$ cat config.mk
export PLATFORM = sky130hd
export DESIGN_NAME = utc_sincos
export DESIGN_NICKNAME = d
export VERILOG_FILES = /design/src/hw/rtl/utc_pkg.sv /design/src/hw/rtl/utc_sincos.sv
export SDC_FILE = /design/constraint.sdc
export NUM_CORES = 2
export LEC_CHECK = 0
export BUFFER_PORTS_ARGS = -buffer_cell sky130_fd_sc_hd__clkbuf_2
export CORE_ASPECT_RATIO = 0.6
export CORE_MARGIN = 1.5
export CORE_UTILIZATION = 40
export DETAILED_ROUTE_END_ITERATION = 12
export PLACE_DENSITY = 0.55
export SYNTH_ARGS = -nofsm -noshare
export SYNTH_HDL_FRONTEND = slang
export SYNTH_SLANG_ARGS = --single-unit
$ cat constraint.sdc
create_clock -name aclk -period 5.45 [get_ports aclk]
set_clock_uncertainty 0.2 [all_clocks]
set_input_delay 0.8175 -clock aclk [delete_from_list [all_inputs] [get_ports aclk]]
set_output_delay 0.8175 -clock aclk [all_outputs]
set_load 0.03 [all_outputs]
$ cat src/hw/rtl/utc_pkg.sv
// Package with constants and the arctangent table for the tracking controller.
`default_nettype none
package utc_pkg;
    localparam int CfgIdxWidth = 2;
    localparam logic [CfgIdxWidth-1:0] REG_GAIN_LONGITUDINAL = 2'd0;
    localparam logic [CfgIdxWidth-1:0] REG_GAIN_LATERAL      = 2'd1;
    localparam logic [CfgIdxWidth-1:0] REG_GAIN_HEADING      = 2'd2;

    localparam logic [15:0] GAIN_RESET = 16'd256;

    // Angles in Q2.29.
    localparam logic signed [34:0] ANG_TWO_PI  = 35'sd3373259426;
    localparam logic signed [34:0] ANG_PI      = 35'sd1686629713;
    localparam logic signed [34:0] ANG_HALF_PI = 35'sd843314857;
    localparam logic signed [32:0] CORDIC_GAIN = 33'sd652032874;

    function automatic logic signed [31:0] atan_q29(input int idx);
        logic signed [31:0] v;
        unique case (idx)
            0:  v = 32'sd421657428;
            1:  v = 32'sd248918915;
            2:  v = 32'sd131521918;
            3:  v = 32'sd66762579;
            4:  v = 32'sd33510843;
            5:  v = 32'sd16771758;
            6:  v = 32'sd8387925;
            7:  v = 32'sd4194219;
            8:  v = 32'sd2097141;
            9:  v = 32'sd1048575;
            10: v = 32'sd524288;
            11: v = 32'sd262144;
            12: v = 32'sd131072;
            13: v = 32'sd65536;
            14: v = 32'sd32768;
            15: v = 32'sd16384;
            16: v = 32'sd8192;
            17: v = 32'sd4096;
            18: v = 32'sd2048;
            19: v = 32'sd1024;
            20: v = 32'sd512;
            21: v = 32'sd256;
            22: v = 32'sd128;
            23: v = 32'sd64;
            default: v = 32'sd0;
        endcase
        return v;
    endfunction
endpackage
`default_nettype wire

$ cat src/hw/rtl/utc_sincos.sv
// Pipelined CORDIC sine and cosine of a Q3.13 angle, results in Q16.
`default_nettype none
module utc_sincos #(
    parameter int ITER = 16
) (
    input  wire                 aclk,
    input  wire                 en,
    input  wire  signed [16:0]  angle,
    output logic signed [18:0]  sin_out,
    output logic signed [18:0]  cos_out
);
    import utc_pkg::*;

    logic signed [34:0] z_full;
    logic signed [34:0] z_red;
    logic signed [34:0] z_fold;
    logic               fold_neg;

    logic signed [32:0] x_reg [0:ITER];
    logic signed [32:0] y_reg [0:ITER];
    logic signed [31:0] z_reg [0:ITER];
    logic               neg_reg [0:ITER];

    logic signed [32:0] x_fin;
    logic signed [32:0] y_fin;
    logic signed [32:0] x_rnd;
    logic signed [32:0] y_rnd;
    logic signed [18:0] sin_reg;
    logic signed [18:0] cos_reg;

    // One wrap is enough for the range of a 17 bit angle difference.
    always_comb begin
        z_full = {{2{angle[16]}}, angle, 16'b0};
        if (z_full > ANG_PI) begin
            z_red = z_full - ANG_TWO_PI;
        end else if (z_full < -ANG_PI) begin
            z_red = z_full + ANG_TWO_PI;
        end else begin
            z_red = z_full;
        end
        if (z_red > ANG_HALF_PI) begin
            z_fold   = z_red - ANG_PI;
            fold_neg = 1'b1;
        end else if (z_red < -ANG_HALF_PI) begin
            z_fold   = z_red + ANG_PI;
            fold_neg = 1'b1;
        end else begin
            z_fold   = z_red;
            fold_neg = 1'b0;
        end
    end

    always_ff @(posedge aclk) begin
        if (en) begin
            x_reg[0]   <= CORDIC_GAIN;
            y_reg[0]   <= '0;
            z_reg[0]   <= z_fold[31:0];
            neg_reg[0] <= fold_neg;
            for (int i = 0; i < ITER; i++) begin
                if (!z_reg[i][31]) begin
                    x_reg[i+1] <= x_reg[i] - (y_reg[i] >>> i);
                    y_reg[i+1] <= y_reg[i] + (x_reg[i] >>> i);
                    z_reg[i+1] <= z_reg[i] - atan_q29(i);
                end else begin
                    x_reg[i+1] <= x_reg[i] + (y_reg[i] >>> i);
                    y_reg[i+1] <= y_reg[i] - (x_reg[i] >>> i);
                    z_reg[i+1] <= z_reg[i] + atan_q29(i);
                end
                neg_reg[i+1] <= neg_reg[i];
            end
        end
    end

    always_comb begin
        x_fin = neg_reg[ITER] ? -x_reg[ITER] : x_reg[ITER];
        y_fin = neg_reg[ITER] ? -y_reg[ITER] : y_reg[ITER];
        x_rnd = x_fin + 33'sd8192;
        y_rnd = y_fin + 33'sd8192;
    end

    always_ff @(posedge aclk) begin
        if (en) begin
            cos_reg <= x_rnd[32:14];
            sin_reg <= y_rnd[32:14];
        end
    end

    assign sin_out = sin_reg;
    assign cos_out = cos_reg;
endmodule
`default_nettype wire

==> results.md <==
* Status: complete, no violations
* Setup crit end kind: flop
* R2R setup slack at 0.14 ns
* Slew headroom at 14.3%
* NumNets Final at 14900
* Post-synth ARST share at 0%
* Drt first pass iters at 8
* Total Wirelength at 389 mm
* Sequential cell area fraction in the yosys report at 36.2%
* EDFF count, synth at about 1400
* CTS Sinks at 1420
* R2r endpoint: x_reg[6][28]$_DFFE_PP_
* Most frequent cells in the layout: 1420 x edfxtp_1, 1400 x buf_4, 1293 x ha_1, 1245 x a21oi_1, 1213 x xnor2_1
* Avg Cell Area, Syn at 9.70 µm²
* Tightest Pin Transition at 1.28 ns
* Final setup margin at 0.140 ns
* Max Freq at 188 MHz
* Hold WC Path Type: reg2reg
* Die H at 423 µm
* Unrepaired setup endpoints after global routing: true
* Max reg flops at 496
* Post-DP HPWL at 317 mm
* Placed Cells at 17300
* Core footprint at around 300000 µm²
* Commonest non-fill, non-tap cell in the layout: edfxtp_1
* First-pass GRT wire length at 582 mm
* Max cap viols at 0
* Synthesized net count at 13500
* Clock transition at path regs at about 0.06 ns
* Final Max Slew Viols at 0
* Std-Cell Rows at 154
* Synth Warn # at 0
* Starting DRT DRC Count at 11900
* Port bufs at 56
* Worst skew pair latency at 0.86 ns
* Startpoint types: flop
* Antenna-violating nets left at 0
* Via density at roughly 5.8
* Largest net degree at the start of global routing at 156
* Vias at 101000
* Share of cells above drive strength 1 at around 14%
* Die width at 703 µm
* H-Tree Depth at 4
* Worst-case reg-to-reg path depth at 17
* Final Hold Vio Count at 0
* Initial core utilization at 40.2%
* Worst slack at placement at -0.293 ns
* Initial antenna violation count at 19
* Top Ports at 57
* Worst EP arrival at around 5.7 ns
* WHS at 0.218 ns
* CTS tree: built
* Worst-path maximum fanout at 5
* Clock buffer depth at 4
* Count of cell types in the netlist at 106
* Reg-to-Reg Start: y_reg[5][6]$_DFFE_PP_
* GRT overflow at 0
* Number of global-route vias before repair at 92800
* Placer Congestion at 1.08
* Final Setup Violations at 0
* Clock root buffer master: clkbuf_16
* Min cycle time layout at 5.31 ns
* Cells after synthesis at 12100
* Ys flop type: edfxtp_1
* Hold Path End: z_reg[11][18]$_DFFE_PP_
* Yosys reg bits at approximately 1400
* Syn Std Cell Area at 118000 µm²
* Tot GR Track Use at 25.4%
* Die area at 298000 µm²
* DR DRC count at 0
* Critical path class: reg2reg
* Hold Crit Start: z_reg[10][18]$_DFFE_PP_
* Fin cells at 17600
* Area grow syn2layout at 17.7%
* Drt wl/cell at 22.1 µm
* Hold-fix buffers, CTS at 0
* Critical path required time at 5.84 ns
* Hold Path Stages at 0
* Final worst-path cycle share at 97.4%
* Num CTS Buffers at 165
==> cells in the mapped netlist (54+ instances only) <==
library cell / count / area (µm²)
edfxtp_1: 1420 / 42600
ha_1: 1294 / 16200
a21oi_1: 1246 / 6240
xnor2_1: 1216 / 10700
nor2_1: 903 / 3390
nand2_1: 674 / 2530
o21ai_0: 647 / 3240
xor2_1: 599 / 5250
a21o_1: 513 / 3850
inv_1: 500 / 1880
nor3_1: 287 / 1440
nand3_1: 215 / 1080
nand2b_1: 191 / 1190
o21a_1: 186 / 1400
clkbuf_1: 168 / 631
nor2b_1: 158 / 988
o31ai_1: 158 / 1190
o21bai_1: 153 / 1150
a31oi_1: 126 / 788
and3_1: 119 / 744
nor4_1: 101 / 632
a211oi_1: 93 / 698
or3_1: 93 / 582
nand4_1: 81 / 507
mux2i_1: 62 / 621
and2_1: 56 / 350
o41ai_1: 56 / 490
o211ai_1: 54 / 405
==> cells by family after synthesis <==
group,synth area share (%)
buffers and inverters,2.33
DFF,36.2
muxes,0.874
adders and majority gates,14.5
xor gates and xnor gates,13.6
and+or+nand+nor,12.8
AOI/OAI and AO/OA,19.7
==> layout make-up <==
type                    count  area [µm²]
clock inverters           104        1040
well taps                3900        4880
repair buffers           1476       11200
diodes                      2        5.00
fillers                 27300      155000
multi-input cells        9992       72600
clock buffers             185        4250
inverters                 510        1910
flip-flops and latches   1420       42600
==> critical path, stage by stage (launching register included) <==
cell	delay [ns]
edfxtp_1	0.44
or4_1	0.59
or4_1	0.48
buf_4	0.19
nand2_1	0.08
xnor2_1	0.12
ha_1	0.31
and3_1	0.22
a221o_1	0.31
a31oi_2	0.26
o21ai_1	0.21
a311o_1	0.47
a21oi_1	0.25
o21ai_1	0.19
o31ai_1	0.26
buf_4	0.18
o21ai_0	0.10
xor2_1	0.16
==> layer usage <==
layer / GRT usage, % / wire length, µm
met4: 3.12 / 4150
met5: 0 / 19
met3: 7.28 / 47200
met1: 46.2 / 219000
met2: 27.1 / 118000
==> stage by stage <==
stage / TNS (ns) / instance area, µm² / util [%]
after floorplan: -0.0132 / 118000 / -
after global placement: -1.61 / 133000 / 45.4
after detailed placement: -1.78 / 133000 / 45.4
after CTS: 0 / 138000 / 47.2
after global routing: -0.0317 / 139000 / 47.3
final: 0 / 139000 / 47.3
==> timing repair <==
action | CTS | global route
setup endpoints to repair | 0 | 59
endpoints found under the hold margin | 0 | 0
buffers inserted | 0 | 5
gates resized for setup | 0 | 57
==> worst max path at each step <==
stage | to | slack [ns] | cells past startpoint | startpoint
2_1_floorplan | y_reg[5][32]$_DFFE_PP_ | -0.01 | 16 | en
3_3_place_gp | x_reg[10][32]$_DFFE_PP_ | -0.24 | 17 | en
3_5_place_dp | x_reg[10][32]$_DFFE_PP_ | -0.29 | 17 | en
4_1_cts | y_reg[8][32]$_DFFE_PP_ | 0.003 | 19 | x_reg[7][7]$_DFFE_PP_
5_1_grt | x_reg[11][32]$_DFFE_PP_ | -0.02 | 20 | y_reg[10][14]$_DFFE_PP_
6_report | x_reg[6][28]$_DFFE_PP_ | 0.14 | 17 | y_reg[5][6]$_DFFE_PP_
Power is not shown: default switching activity piles up to over one toggle a cycle in this logic, so the estimate is an artifact.
